===== src/sv/ptls_pkg.sv =====
// ----------------------------------------------------------------------------
// ptls_pkg
// Shared types, constants and saturation helpers for the two-view
// triangulation unit.
// ----------------------------------------------------------------------------
package ptls_pkg;

  localparam int FRAC_BITS_DEF = 24;
  localparam int MUL_LAT       = 4;
  localparam int FIFO_DEPTH    = 4;
  localparam int CFG_IDX_W     = 3;

  // register indexes
  localparam logic [CFG_IDX_W-1:0] REG_ROW0_PAIR  = 3'd0;
  localparam logic [CFG_IDX_W-1:0] REG_ROW0_TRANS = 3'd1;
  localparam logic [CFG_IDX_W-1:0] REG_ROW1_PAIR  = 3'd2;
  localparam logic [CFG_IDX_W-1:0] REG_ROW1_TRANS = 3'd3;
  localparam logic [CFG_IDX_W-1:0] REG_ROW2_PAIR  = 3'd4;
  localparam logic [CFG_IDX_W-1:0] REG_ROW2_TRANS = 3'd5;
  localparam logic [CFG_IDX_W-1:0] REG_DET_THR    = 3'd6;

  // register reset values
  localparam logic [63:0] RST_ROW0_PAIR  = 64'h0000_0001_0000_0000;
  localparam logic [63:0] RST_ROW0_TRANS = 64'h0;
  localparam logic [63:0] RST_ROW1_PAIR  = 64'h0100_0000_0000_0000;
  localparam logic [63:0] RST_ROW1_TRANS = 64'h0;
  localparam logic [63:0] RST_ROW2_PAIR  = 64'h0;
  localparam logic [63:0] RST_ROW2_TRANS = 64'h0000_0000_0100_0000;
  localparam logic [31:0] RST_DET_THR    = 32'd1;

  // status codes
  localparam logic [1:0] ST_OK    = 2'd0;
  localparam logic [1:0] ST_DEGEN = 2'd1;
  localparam logic [1:0] ST_SAT   = 2'd2;

  localparam logic [47:0] VMAX = {1'b0, {47{1'b1}}};
  localparam logic [47:0] VMIN = {1'b1, {47{1'b0}}};

  typedef struct packed {
    logic signed [31:0] ref_u;
    logic signed [31:0] ref_v;
    logic signed [31:0] cur_u;
    logic signed [31:0] cur_v;
  } in_t;

  typedef struct packed {
    logic signed [47:0] point_x;
    logic signed [47:0] point_y;
    logic signed [47:0] point_z;
    logic [1:0]         status;
  } out_t;

  // rot is row major r00..r22
  typedef struct packed {
    logic [8:0][31:0] rot;
    logic [2:0][31:0] trans;
    logic [31:0]      thr;
  } pose_t;

  typedef struct packed {
    logic               sat;
    logic signed [47:0] v;
  } sv_t;

  // word handed from front to back
  typedef struct packed {
    logic signed [31:0] ru;
    logic signed [31:0] rv;
    logic signed [47:0] num;
    logic signed [47:0] det;
    logic               degen;
    logic               sat;
  } work_t;

  function automatic logic signed [47:0] sx48(input logic [31:0] x);
    sx48 = {{16{x[31]}}, x};
  endfunction

  // clamp a grown sum back to 48 bits
  function automatic sv_t sat50(input logic signed [49:0] x);
    sv_t r;
    if (x[49:47] == 3'b000 || x[49:47] == 3'b111) begin
      r.sat = 1'b0;
      r.v   = x[47:0];
    end else begin
      r.sat = 1'b1;
      r.v   = x[49] ? VMIN : VMAX;
    end
    sat50 = r;
  endfunction

  function automatic sv_t neg48(input logic signed [47:0] x);
    sv_t r;
    if (x == VMIN) begin
      r.sat = 1'b1;
      r.v   = VMAX;
    end else begin
      r.sat = 1'b0;
      r.v   = -x;
    end
    neg48 = r;
  endfunction

endpackage


===== src/sv/ptls_fifo.sv =====
// ----------------------------------------------------------------------------
// ptls_fifo
// Short queue between the front end and the solver back end.
// ----------------------------------------------------------------------------
module ptls_fifo (
  input  logic            clk_i,
  input  logic            rst_ni,
  input  logic            push_i,
  input  ptls_pkg::work_t data_i,
  output logic            full_o,
  input  logic            pop_i,
  output logic            empty_o,
  output ptls_pkg::work_t data_o
);
  import ptls_pkg::*;

  localparam int PW = $clog2(FIFO_DEPTH);
  localparam int CW = $clog2(FIFO_DEPTH + 1);

  work_t         mem_q [FIFO_DEPTH];
  logic [PW-1:0] wr_q, rd_q;
  logic [CW-1:0] cnt_q;
  logic          do_push, do_pop;

  assign do_push = push_i && !full_o;
  assign do_pop  = pop_i && !empty_o;

  // store word
  always_ff @(posedge clk_i) begin
    if (do_push) begin
      mem_q[wr_q] <= data_i;
    end
  end

  // advance pointers and count
  always_ff @(posedge clk_i or negedge rst_ni) begin
    if (!rst_ni) begin
      wr_q  <= '0;
      rd_q  <= '0;
      cnt_q <= '0;
    end else begin
      if (do_push) wr_q <= wr_q + PW'(1);
      if (do_pop)  rd_q <= rd_q + PW'(1);
      if (do_push && !do_pop) cnt_q <= cnt_q + CW'(1);
      else if (do_pop && !do_push) cnt_q <= cnt_q - CW'(1);
    end
  end

  assign full_o  = cnt_q == CW'(FIFO_DEPTH);
  assign empty_o = cnt_q == '0;
  assign data_o  = mem_q[rd_q];

endmodule


===== config.mk =====
export PLATFORM = sky130hd
export DESIGN_NAME = ptls_fifo
export DESIGN_NICKNAME = d
export VERILOG_FILES = /design/src/sv/ptls_pkg.sv /design/src/sv/ptls_fifo.sv
export SDC_FILE = /design/constraint.sdc
export NUM_CORES = 1
export LEC_CHECK = 0
export BUFFER_PORTS_ARGS = -buffer_cell sky130_fd_sc_hd__buf_4
export CORE_AREA = 2 2 201 203
export DETAILED_ROUTE_END_ITERATION = 8
export DIE_AREA = 0 0 203 205
export PLACE_DENSITY = 0.83
export RECOVER_POWER = 50
export SYNTH_ARGS = -nofsm -noshare
export SYNTH_HDL_FRONTEND = slang
export SYNTH_SLANG_ARGS = --single-unit

===== constraint.sdc =====
create_clock -name clk_i -period 12.7 [get_ports clk_i]
set_input_delay 0.635 -clock clk_i [delete_from_list [all_inputs] [get_ports clk_i]]
set_output_delay 0.635 -clock clk_i [all_outputs]
set_load 0.01 [all_outputs]

==> impl_metrics.json, run 1 <==
{
  "power.total_mw": 6.879,
  "violations": "max-capacitance violations, max-slew violations",
  "synth_cell_types": 21,
  "clk_latency_ps": 600,
  "drtAntennaViolNets": 0,
  "p_leak_nw": 9.169,
  "vias_per_cell": 5.898,
  "crit_start": "cnt_q[2]",
  "seq_area_frac_synth_pct": 82.53,
  "post-route-worst-setup-slack_ps": 6802,
  "dr_total_vias": 10750,
  "synth_top_area_cell": "edfxtp_1",
  "grt_pass1_vias": 11450,
  "start_util_pct": 60.43,
  "setup_viol_count_final": 0,
  "powerDensity_nw_per_um2": 244.7,
  "post_cts_buffers": 0,
  "ys_ff_latch": 655,
  "ir_worst_vdd_mv": 0.1778,
  "final_layout_size_suffix_gt1_share_pct": 32.82,
  "gr-usage-all-layers_pct": 23.37,
  "worstPathMaxFanout": 63,
  "cts_root_buffer": "clkbuf_16",
  "crit_arrival_ps": 6120,
  "crit_chain": "nor3b_1 -> nor2b_1 -> and2_0 -> buf_4",
  "fin_setup_tns_ps": 0,
  "synth-warning-count": 0,
  "cts.sinks": 655,
  "numCtsBuffers": 59,
  "hold_class": "in -> reg",
  "synth_area_leaders": "edfxtp_1 82%, mux4_2 15%, dfrtp_1 0.74%",
  "grt_pass1_wl_mm": 70.65,
  "grt_max_degree": 88,
  "yosysMostFrequentCell": "edfxtp_1",
  "syn_to_final_growth_pct": 18.18,
  "hold_viol_final": 0,
  "cts_buffer_depth": 3,
  "hpwl_mm": 27.34,
  "r2r-start": "cnt_q[2]",
  "remaining_drc_errors": 0,
  "max_freq_mhz": 169.5,
  "gp_congestion": 0.7319,
  "cts.clk_slew.worst_paths_ps": 60,
  "max-cap-violations": 3,
  "fin_skew_ps": 9.573,
  "worstMarginPinSlew_ps": 4544,
  "multi_input_area_um2": 3869,
  "min-delay-start": "data_i[64]",
  "cp.required_ps": 12920,
  "cts_tree": "yes",
  "overflow": 0,
  "finalCritPeriodShare_pct": 46.44,
  "fp.dieH_um": 205,
  "ctsResizeCount": 0,
  "cp_slowest_cell": "and2_0",
  "antenna_found_initial": 10,
  "dr.pass1.iters": 5,
  "nFillCells": 2286,
  "htreeDepth": 2,
  "status": "finished, violations left",
  "synth_cells": 882,
  "die_area_um2": 41620,
  "cts_hold_buf": 1,
  "maxSlewHeadroom_pct": -203.1,
  "finalMaxSlewViolations": 143,
  "crit_type": "reg -> reg",
  "die_w_um": 203,
  "port_buffers": 329,
  "rsz0062_at_grt": "no",
  "synthTopCellsByCount": "648 x edfxtp_1, 162 x mux4_2, 17 x buf_2",
  "synth-main-ff-cell": "edfxtp_1",
  "syn_area_per_cell_um2": 26.97,
  "rrSetupSlack_ps": 6800,
  "nNetsFinal": 1420,
  "pin_count": 330,
  "synth_area_um2": 23790,
  "synth_top_area_share_pct": 81.79,
  "min_period_ps": 5898,
  "crit_path_start_kind": "register",
  "seqCellArea_um2": 19640,
  "synth_enable_flop_cells": 648,
  "synthArstFlopShare_pct": 1.069,
  "drtIter0Drc": 1026,
  "totalWireLength_mm": 47.99,
  "synthesis.nets": 1054,
  "avgRoutedWirePerCell_um": 26.32,
  "core_um2": 39370,
  "row_count": 73,
  "end_kind": "register",
  "max_stage_delay_ps": 3330,
  "pre_cts_ws_ps": 8678
}
metrics by stage:
| stage | cells | hold slack [ps] | instance area [um2] | utilization (%) |
|---|---|---|---|---|
| 6_report | 1823 | 280.4 | 28120 | 71.42 |
| 5_1_grt | 1822 | 264.3 | 28110 | 71.41 |
| 4_1_cts | 1820 | 188.3 | 28740 | 73.01 |
| 3_5_place_dp | 1711 | 454.5 | 26760 | 67.99 |
| 3_3_place_gp | 1711 | 452.7 | 26760 | 67.99 |
| 2_1_floorplan | 882 | 339.4 | 23790 | - |
path summary, 6_finish.rpt:
check | end | cells past startpoint
hold / removal | mem_q[2][64] | 1
setup / recovery | mem_q[0][17] | 4
setup reg to reg | mem_q[0][17] | 4
min in group asynchronous | rd_q[0] | 2
max in group asynchronous | rd_q[1] | 2
hold reg to reg | cnt_q[2] | 1
sequential cells by signal, indices dropped and copies added (netlist names):
name   cells
rd_q       2
wr_q       2
mem_q    648
cnt_q      3
cells in the final DEF, fill, tap and decap left out, types with 5 or more instances in the layout:
cell type  instances
ha_1               5
clkinv_2           6
buf_4            175
mux4_2           162
dfrtp_1            6
clkbuf_1         178
edfxtp_1         648
clkbuf_16         61
bufinv_16          8
clkinv_1          13
final cells by class:
type / instances / share of cell area [%]
Timing Repair Buffer: 342 / 6.982
Clock buffer: 77 / 5.750
Clock inverter: 31 / 1.246
Tap cell: 525 / 2.336
Inverter: 4 / 0.05340
Multi-Input combinational cell: 186 / 13.76
Sequential cell: 655 / 69.85
Antenna cell: 3 / 0.02670
worst max-delay path, delay by kind of cell, from the launching register on:
kind | cells | cell delay, ps
simple gates | 3 | 3880
buf+inv | 1 | 1090
flops | 1 | 400
power by group:
part           leakage (nW)  total (mW)  internal (mW)  switching (mW)
registers              6.02        3.04           2.87           0.171
clock network         0.950        1.79           1.05           0.735
logic                  2.20        2.05           1.01            1.04
metal layers:
layer	part of all wire (%)	up-vias	GRT usage (%)
li1	-	4569	-
met1	36	5572	29.56
met2	52	516	39.51
met3	9.7	81	6.968
met4	2.3	14	7.430
met5	0.22	-	0
cell families after synthesis:
kind of cell  after synthesis  synth area share [%]
fa+ha+maj                   6                0.3471
simple gates               10                0.2629
flops                     655                 82.53
xor+xnor                    6                0.2209
buf+inv                    41                 1.210
mux                       164                 15.43
Power figures use the tool's default switching activity.
==> run 2, diff against run 1 <==
CORE_AREA = 2 2 208 210   (was 2 2 201 203)
DIE_AREA = 0 0 210 212   (was 0 0 203 205)
PLACE_DENSITY = 0.78   (was 0.83)
clock period = 5.8 ns   (was 12.7 ns; I/O delays follow)
==> impl_metrics.json, run 2 (synthesis gave the netlist of run 1 again) <==
{
  "totalWireLength_mm": 48.97,
  "nNetsFinal": 1589,
  "port_buffers": 329,
  "setup_viol_count_final": 0,
  "maxSlewHeadroom_pct": -69.79,
  "crit_path_start_kind": "register",
  "finalMaxSlewViolations": 31,
  "cp_slowest_cell": "and2_0",
  "cts_tree": "yes",
  "cts.clk_slew.worst_paths_ps": 60,
  "cts.sinks": 655,
  "final_common_cell": "edfxtp_1",
  "cp.required_ps": 6000,
  "crit_arrival_ps": 4390,
  "remaining_drc_errors": 0,
  "core_um2": 42510,
  "top_register": "mem_q",
  "power.total_mw": 15.18,
  "dr_total_vias": 11370,
  "worstMarginPinSlew_ps": 2545,
  "utilization_pct": 70.25,
  "die_area_um2": 44520,
  "holdWs_ps": 162.8,
  "grt_pass1_wl_mm": 72.80,
  "violations": "max-capacitance violations, max-slew violations",
  "min_period_ps": 4192,
  "antenna_found_initial": 2,
  "max-cap-violations": 1,
  "crit_type": "reg -> reg",
  "fin_setup_tns_ps": 0,
  "max_stage_delay_ps": 1930,
  "ir_worst_vdd_mv": 0.3923,
  "fin_skew_ps": 10.79,
  "hpwl_mm": 26.49,
  "row_count": 76,
  "start_util_pct": 55.97,
  "end_kind": "register",
  "crit_chain": "nor3b_1 -> nor2b_1 -> and2_0 -> buf_4",
  "grt_pass1_vias": 12190,
  "post_cts_buffers": 0,
  "grt_max_degree": 92,
  "cts_root_buffer": "clkbuf_16",
  "final_layout_size_suffix_gt1_share_pct": 29.36,
  "drtAntennaViolNets": 0,
  "largest_register_ffs": 648,
  "overflow": 0,
  "avgRoutedWirePerCell_um": 24.38,
  "gr-usage-all-layers_pct": 22.28,
  "numCtsBuffers": 66,
  "final_cell_mix": "648 x edfxtp_1, 172 x clkbuf_1, 168 x buf_4",
  "p_leak_nw": 9.885,
  "r2r-start": "cnt_q[2]",
  "crit_buf_inv": 1,
  "cp_top_family": "simple AND/OR/NAND/NOR gates",
  "clk_latency_ps": 570,
  "drtIter0Drc": 894,
  "htreeDepth": 3,
  "die_w_um": 210,
  "max_freq_mhz": 238.5,
  "fp.dieH_um": 212,
  "finalCritPeriodShare_pct": 72.28,
  "vias_per_cell": 5.660,
  "dr.pass1.iters": 5,
  "largestRegisters": "mem_q (648), cnt_q (3)",
  "status": "finished, violations left",
  "cts_buffer_depth": 3,
  "worstPathMaxFanout": 46,
  "syn_to_final_growth_pct": 25.51,
  "pin_count": 330,
  "powerDensity_nw_per_um2": 508.3,
  "hold_viol_final": 0,
  "rsz0062_at_grt": "no",
  "hold_class": "in -> async",
  "gp_congestion": 0.7279,
  "crit_start": "cnt_q[2]"
}
run 2: changes by cell type in the layout (fill, tap and decap cells not counted), moves of 2 or more:
cell | before | now
clkbuf_16 | 61 | 69
clkbuf_8 | 3 | 0
clkbuf_1 | 178 | 172
inv_6 | 0 | 2
clkinv_1 | 13 | 20
bufinv_16 | 8 | 2
buf_12 | 1 | 7
clkinv_4 | 1 | 3
dlygate4sd3_1 | 1 | 164
buf_4 | 175 | 168
run 2: what timing repair did:
item	4_1_cts	5_1_grt
endpoints found under the hold margin	656	0
resized for setup	0	0
hold buffers	164	0
run 2: path summary, 6_finish.rpt:
kind                            slack [ps]           end  cells past startpoint
worst max-delay path                  1610  mem_q[3][73]                      4
worst max register to register        1610  mem_q[3][73]                      4
max in group asynchronous             5320       rd_q[0]                      2
worst min-delay path                   160       rd_q[1]                      2
worst min register to register         480      cnt_q[2]                      1
min in group clk_i                     240       wr_q[0]                      3
run 2: stage by stage:
step	area, um2	worst slack (ps)	instances
6_report	29860	1608	2009
5_1_grt	29860	1393	2009
4_1_cts	30480	2451	2007
3_5_place_dp	26860	2909	1731
3_3_place_gp	26860	2922	1731
2_1_floorplan	23790	727.4	882
run 2: cell type report:
| class | count | area [um2] |
|---|---|---|
| inverters | 4 | 15.01 |
| clock inverters | 36 | 229.0 |
| diodes | 2 | 5.005 |
| fillers | 2557 | 12650 |
| well taps | 546 | 683.2 |
| repair buffers | 504 | 3662 |
| flip-flops and latches | 655 | 19640 |
| multi-input cells | 186 | 3871 |
| clock buffers | 76 | 1753 |
run 2: routing by layer:
metal / up-vias / share of wire (%) / GRT usage [%]
met2: 450 / 52 / 37.78
met5: - / 0 / 0
met4: 0 / 2.3 / 7.508
met3: 81 / 7.7 / 6.056
met1: 5944 / 38 / 28.29
li1: 4896 / - / -
run 2: worst register-to-register path: stages (launching register included):
cell,delay [ps]
dfrtp_1,390
nor3b_1,160
nor2b_1,440
and2_0,1930
buf_4,870
run 2: report_power, final:
part           leakage [nW]  internal (mW)  switching [mW]
Clock                 0.967           2.25            1.67
Combinational          2.90           2.31            2.29
Sequential             6.02           6.26           0.396
Total                  9.89           10.8            4.36
